===== config.mk =====
export PLATFORM = sky130hd
export DESIGN_NAME = prvu_ctrl
export DESIGN_NICKNAME = d
export VERILOG_FILES = /design/src/rtl/prvu_pkg.sv /design/src/rtl/prvu_ctrl.sv
export SDC_FILE = /design/constraint.sdc
export NUM_CORES = 1
export LEC_CHECK = 0
export BUFFER_PORTS_ARGS = -buffer_cell sky130_fd_sc_hd__buf_2
export CORE_UTILIZATION = 35
export CTS_CLUSTER_SIZE = 25
export DETAILED_ROUTE_END_ITERATION = 7
export GPL_TIMING_DRIVEN = 0
export PLACE_DENSITY = 0.82
export SKIP_LAST_GASP = 1
export SYNTH_ARGS = -nofsm -noshare
export SYNTH_HDL_FRONTEND = slang
export SYNTH_SLANG_ARGS = --single-unit

===== constraint.sdc =====
create_clock -name clk -period 3.2 [get_ports clk]
set_input_delay 0.32 -clock clk [delete_from_list [all_inputs] [get_ports clk]]
set_output_delay 0.32 -clock clk [all_outputs]
set_load 0.005 [all_outputs]

===== src/rtl/prvu_pkg.sv =====
`default_nettype none
package prvu_pkg;

  // Slice size limit; the offset counter wraps to zero when it would reach it
  localparam logic [31:0] MAX_VERTICES = 32'd1048576;

  localparam int RANK_W   = 32;
  localparam int DEG_W    = 24;
  localparam int OFS_W    = 20;
  localparam int ACC_W    = 36;
  localparam int DAMP_W   = 16;
  localparam int CFG_IDX_W = 2;

  // Configuration register indexes
  localparam logic [CFG_IDX_W-1:0] CFG_DAMPING      = 2'd0;
  localparam logic [CFG_IDX_W-1:0] CFG_INV_VERTICES = 2'd1;
  localparam logic [CFG_IDX_W-1:0] CFG_DANGLING_SUM = 2'd2;

  localparam logic [DAMP_W-1:0] DAMPING_RESET = 16'd55706;

  typedef struct packed {
    logic [RANK_W-1:0] source_rank;
    logic [DEG_W-1:0]  source_out_degree;
    logic              no_in_edges;
    logic              last_edge;
    logic              last_vertex;
  } in_t;

  typedef struct packed {
    logic [RANK_W-1:0] new_rank;
    logic [OFS_W-1:0]  vertex_offset;
  } out_t;

  // Controller to datapath commands
  typedef struct packed {
    logic capture;   // latch the input transaction, seed the divider
    logic div_step;  // one restoring-division iteration
    logic acc_add;   // add the quotient into the accumulator
    logic fin_dang;  // dangling contribution product
    logic fin_mul;   // damped sum and teleport products
    logic load_out;  // final add, saturate, load output, clear/advance
  } cmd_t;

endpackage
`default_nettype wire


===== src/rtl/prvu_ctrl.sv =====
`default_nettype none
module prvu_ctrl (
  input  wire logic           clk,
  input  wire logic           rst_n,
  input  wire logic           in_valid,
  input  wire prvu_pkg::in_t  in_data,
  output logic                in_ready,
  output logic                out_valid,
  input  wire logic           out_ready,
  output prvu_pkg::cmd_t      cmd
);
  import prvu_pkg::*;

  localparam logic [2:0] S_IDLE = 3'd0;
  localparam logic [2:0] S_DIV  = 3'd1;
  localparam logic [2:0] S_ACC  = 3'd2;
  localparam logic [2:0] S_FIN1 = 3'd3;
  localparam logic [2:0] S_FIN2 = 3'd4;
  localparam logic [2:0] S_FIN3 = 3'd5;

  localparam logic [4:0] DIV_LAST = 5'(RANK_W - 1);

  logic [2:0] state_r, state_nxt;
  logic [4:0] div_cnt_r, div_cnt_nxt;
  logic       last_edge_r, last_edge_nxt;
  logic       out_valid_r, out_valid_nxt;
  logic       out_free;

  assign out_free  = !out_valid_r || out_ready;
  assign in_ready  = (state_r == S_IDLE);
  assign out_valid = out_valid_r;

  // Sequencer
  always_comb begin
    state_nxt     = state_r;
    div_cnt_nxt   = div_cnt_r;
    last_edge_nxt = last_edge_r;
    cmd           = '0;
    case (state_r)
      S_IDLE: begin
        if (in_valid) begin
          cmd.capture   = 1'b1;
          last_edge_nxt = in_data.last_edge;
          div_cnt_nxt   = '0;
          if (in_data.no_in_edges) begin
            state_nxt = S_FIN1;
          end else if (in_data.source_out_degree == '0) begin
            state_nxt = in_data.last_edge ? S_FIN1 : S_IDLE;
          end else begin
            state_nxt = S_DIV;
          end
        end
      end
      S_DIV: begin
        cmd.div_step = 1'b1;
        div_cnt_nxt  = div_cnt_r + 5'd1;
        if (div_cnt_r == DIV_LAST) state_nxt = S_ACC;
      end
      S_ACC: begin
        cmd.acc_add = 1'b1;
        state_nxt   = last_edge_r ? S_FIN1 : S_IDLE;
      end
      S_FIN1: begin
        cmd.fin_dang = 1'b1;
        state_nxt    = S_FIN2;
      end
      S_FIN2: begin
        cmd.fin_mul = 1'b1;
        state_nxt   = S_FIN3;
      end
      S_FIN3: begin
        // wait for the output register to free up
        if (out_free) begin
          cmd.load_out = 1'b1;
          state_nxt    = S_IDLE;
        end
      end
      default: state_nxt = S_IDLE;
    endcase
  end

  // Output valid flag
  always_comb begin
    out_valid_nxt = out_valid_r;
    if (out_ready) out_valid_nxt = 1'b0;
    if (cmd.load_out) out_valid_nxt = 1'b1;
  end

  always_ff @(posedge clk) begin
    if (!rst_n) begin
      state_r     <= S_IDLE;
      div_cnt_r   <= '0;
      last_edge_r <= 1'b0;
      out_valid_r <= 1'b0;
    end else begin
      state_r     <= state_nxt;
      div_cnt_r   <= div_cnt_nxt;
      last_edge_r <= last_edge_nxt;
      out_valid_r <= out_valid_nxt;
    end
  end

  // Output register is never overwritten while holding an untaken result
  a_load_free: assert property (@(posedge clk) disable iff (!rst_n)
    cmd.load_out |-> out_free) else $error("output overwritten");

  // Every accepted transaction is captured by the datapath
  a_capture: assert property (@(posedge clk) disable iff (!rst_n)
    (in_valid && in_ready) |-> cmd.capture) else $error("accepted without capture");

  // Divider runs exactly its full width before accumulating
  a_div_end: assert property (@(posedge clk) disable iff (!rst_n)
    (state_r == S_DIV && div_cnt_r == DIV_LAST) |=> state_r == S_ACC)
    else $error("divider did not finish");

  // A result appears only from a load
  a_out_src: assert property (@(posedge clk) disable iff (!rst_n)
    $rose(out_valid_r) |-> $past(cmd.load_out)) else $error("spurious result");

endmodule
`default_nettype wire


Word level (Yosys, flattened, before mapping)
Cells that the tools add are included.
Widths: inputs -> output; s select.
{ "classes": {"add_sub_neg": 1, "n_mux": 20, "eq_ne": 9, "reduce_logical": 9} }
{ "op_table": {"columns": ["cell", "n"], "rows": [
  ["$logic_not 24->1", 1],
  ["$pmux 3 s6", 1],
  ["$mux 3", 4],
  ["$mux 1", 10],
  ["$pmux 5 s2", 1],
  ["$eq 3x2->1 const B", 2],
  ["$eq 3x3->1 const B", 2],
  ["$mux 2", 3],
  ["$ne 2x2->1 const B", 3],
  ["$add 5x1->5 const B", 1],
  ["$eq 5x5->1 const B", 1],
  ["$mux 5", 1],
  ["$reduce_and 2->1", 2],
  ["$reduce_bool 2->1", 2],
  ["$eq 3x1->1 const B", 1],
  ["$logic_not 3->1", 1],
  ["$reduce_and 3->1", 1],
  ["$logic_not 1->1", 1],
  ["$logic_or 1x1->1", 1]
]} }
{ "word_totals": {"reg_bits": 10, "wordCells": 43, "in_bits": 63, "output_inout_bits": 8} }

Logic depth before layout (Yosys ltp)
{ "depth": {"word_depth": 5, "mapped_depth": 8, "mapped_depth_nobuf": 8} }

Least setup slack after synthesis
No wires, ideal clock.
{ "synth_timing": {"kind": "flip-flop to flip-flop", "startpoint": "register div_cnt_r[0]", "endpoint": "register state_r[0]", "n_path_buf": 0, "required_time_ns": 3.080, "synth_period_minus_slack_ns": 1.526, "setup_ns": 0.120, "setup_slack_ns": 1.674, "path_stages_with_launch": 9, "t_arrival_ns": 1.406, "path_cell_list": "dfxtp_1 -> ha_1 -> and3_1 -> ha_1 -> nor2_1 -> o22ai_1 -> o21ai_1 -> nor3_1 -> o31a_1"} }
{ "synth_between": {"elab_chain_len": 3} }
{ "synth_rtl": {"columns": ["item", "line_no", "text"], "rows": [
  ["from (decl)", "prvu_ctrl.sv:24", "logic [4:0] div_cnt_r, div_cnt_nxt;"],
  ["from (signal assigned)", "prvu_ctrl.sv:97", "div_cnt_r <= div_cnt_nxt;"],
  ["$eq 5x5->1", "prvu_ctrl.sv:57", "if (div_cnt_r == DIV_LAST) state_nxt = S_ACC;"],
  ["$ne 2x2->1 (no line)", null, null],
  ["$reduce_and 3->1 (no line)", null, null],
  ["to (signal assigned)", "prvu_ctrl.sv:96", "state_r <= state_nxt;"],
  ["to (decl)", "prvu_ctrl.sv:23", "logic [2:0] state_r, state_nxt;"]
]} }
No other way between the ends.
A chain may end at the register's enable or synchronous reset.

==> impl_metrics.ini <==
[run_status]
run_status = finished clean

[run]
cap_viol_max_count = 0

[yosys]
muxShareOfSynthArea = 0
synth-warning-count = 0
yosysSeqAreaShare = 0.3008
syn_inst = 80
synth_xor_area_frac = 0
synth_fp_nets = 145
syn_area_per_cell_um2 = 8.320
synthSimpleGateAreaFrac = 0.3534
synth-seq-cells = 10
synth_cell_types = 38
synth_compound_area_frac = 0.2124
synth_top_family_by_area = simple AND/OR/NAND/NOR gates
synth_area_um2 = 665.6
synthAdderAreaFrac = 0.03759

[clock_network]
cts_inserted_buffers = 3
clk_latency_ps = 280
cts_setup_buffers = 0
clk_pin_slew_ps = 80
htree_levels = 1
cts_sinks = 10
cts_resized = 0
root_buffer = clkbuf_4
cts_tree = yes
clock_path_buffers = 2
ctsHoldBuffers = 0

[power]
vdd_ir_drop_max_mv = 0.2022
p_leak_nw = 0.4202
p_total_w = 0.0005073
power.density_nw_per_um2 = 555.5

[sta]
finalCritPeriodShare = 0.5780
final.setup.tns_ps = 0
slew_violations = 0
fmax_ghz = 0.5407
finClkSkew_ps = 7.965
setup_viol = 0
finalHoldViolCount = 0
rsz0062_at_grt = no
max_slew_margin = 0.7405
worstMarginPinSlew_ps = 379.5
period_needed_ps = 1850

[routing]
drc = 0
totalWireLength_um = 1628
wl_per_cell_um = 11.23
firstDrtPassIters = 4
vias = 739
initialDrtViolationCount = 16
ant_nets = 0
vias_per_cell = 5.097

[die]
die_w_um = 45.61
coreArea_um2 = 1745
start_util = 0.3814
io_pins = 71
rows = 15
dieArea_um2 = 2080
die_h_um = 45.61

[critical_path]
crit_path_end_kind = primary output
path_class = reg -> out
path_max_fanout = 10
critPathLaunchType = register
critPathRequiredTime_ps = 2880
r2r-start = div_cnt_r[0]
critPathLaunch = state_r[1]
crit_arrival_ps = 1530

[global_route]
gr-total-overflow = 0
grt_max_degree = 11
grt_pass1_vias = 658
antenna_found_initial = 0
grtUsageTotal = 0.1758
grt_pass1_wl_um = 2649

[placement]
hpwlAfterDp_um = 1286
placed_area_um2 = 877.1
gp_congestion = 0.7590
port_buffers = 36
place_inst = 141

[cells_and_area]
final_area_um2 = 913.4
antennaDiodeCount = 0
nets = 186
syn_to_final_growth_pct = 37.22
drive_above_1_share = 0.4417
fillers = 176
most-common-layout-cells = 36 x buf_2, 10 x dfxtp_1, 8 x nor2_1
final_core_util = 0.5233
final_common_cell = buf_2
stdcell_count = 145

[hold_path]
hp-start = in_data[1]
hp-class = in -> reg
[routing by layer]
| metal | up-vias | part of all wire | global-route usage |
|---|---|---|---|
| met1 | 333 | 0.44 | 0.2096 |
| met4 | 0 | 0.022 | 0.07879 |
| met3 | 5 | 0.041 | 0.02778 |
| met2 | 28 | 0.49 | 0.3057 |
| met5 | - | 0 | 0 |
| li1 | 373 | - | - |
[power by group]
part	internal [W]	total [W]	switching, W
combinational	0.000110	0.000236	0.000125
clock	0.0000692	0.000119	0.0000500
sequential	0.000141	0.000152	0.0000112
[critical path, cell delays in order (launching register included)]
cell	delay [ps]
dfxtp_1	320
buf_4	170
nand2b_1	170
or2_2	290
nor2b_1	110
buf_4	100
buf_2	90
[state kept, by name, summed over array words and instances, names as in the netlist]
signal and cells:
out_valid 1, last_edge_r 1, state_r 3, div_cnt_r 5
[metrics by stage]
stage	hold WS (ps)	worst slack, ps
2_1_floorplan	443.6	1674
3_3_place_gp	454.9	1597
3_5_place_dp	468.1	1584
4_1_cts	313.5	1353
5_1_grt	319.9	1259
6_report	315.2	1350
[synth_stat cells]
library cell | count | area share
clkinv_4 | 1 | 0.013
inv_4 | 1 | 0.0094
or2_2 | 1 | 0.0094
clkbuf_4 | 1 | 0.011
o221a_1 | 1 | 0.017
nand3b_1 | 1 | 0.011
nand2_1 | 7 | 0.039
o21ai_1 | 3 | 0.023
nand2_2 | 1 | 0.0094
nor4_1 | 6 | 0.056
dfxtp_1 | 10 | 0.30
and3_1 | 1 | 0.0094
nor2b_1 | 4 | 0.038
a2111oi_0 | 1 | 0.013
a21oi_1 | 1 | 0.0075
o22ai_1 | 1 | 0.0094
or3_4 | 1 | 0.017
inv_1 | 2 | 0.011
o22a_2 | 1 | 0.015
o21a_1 | 1 | 0.011
nand3_1 | 1 | 0.0075
a31oi_1 | 1 | 0.0094
nor3b_1 | 3 | 0.034
o22a_1 | 1 | 0.013
nor3_1 | 2 | 0.015
nand2b_1 | 2 | 0.019
a21boi_0 | 2 | 0.023
a21boi_1 | 1 | 0.011
o31a_1 | 1 | 0.013
nor2_1 | 8 | 0.045
a21oi_4 | 1 | 0.024
buf_6 | 1 | 0.017
buf_4 | 3 | 0.034
ha_1 | 2 | 0.038
a22oi_1 | 2 | 0.023
and2_1 | 1 | 0.0094
nand4_1 | 1 | 0.0094
nor3_4 | 1 | 0.024
[worst paths after layout]
| check | endpoint | slack (ps) | depth (start not counted) |
|---|---|---|---|
| min reg2reg | last_edge_r | 480 | 2 |
| min | last_edge_r | 320 | 3 |
| max reg2reg | state_r[0] | 1580 | 8 |
| max | cmd[0] | 1350 | 6 |
[cells by family (layout without fill, tap and decap cells)]
kind of cell    count (synthesis)  after routing
simple gates                   41             41
compound gates                 18             18
flops                          10             10
buf+inv                         9             49
fa+ha+maj                       2              2
[cell type report]
cell class	count	area (µm²)	area share
Tap cell	25	31.28	0.03425
Clock buffer	4	36.28	0.03973
Inverter	4	22.52	0.02466
Multi-Input combinational cell	61	401.6	0.4397
Buffer	5	41.29	0.04521
Sequential cell	10	200.2	0.2192
Timing Repair Buffer	36	180.2	0.1973
(Power assumes the default switching activity.)
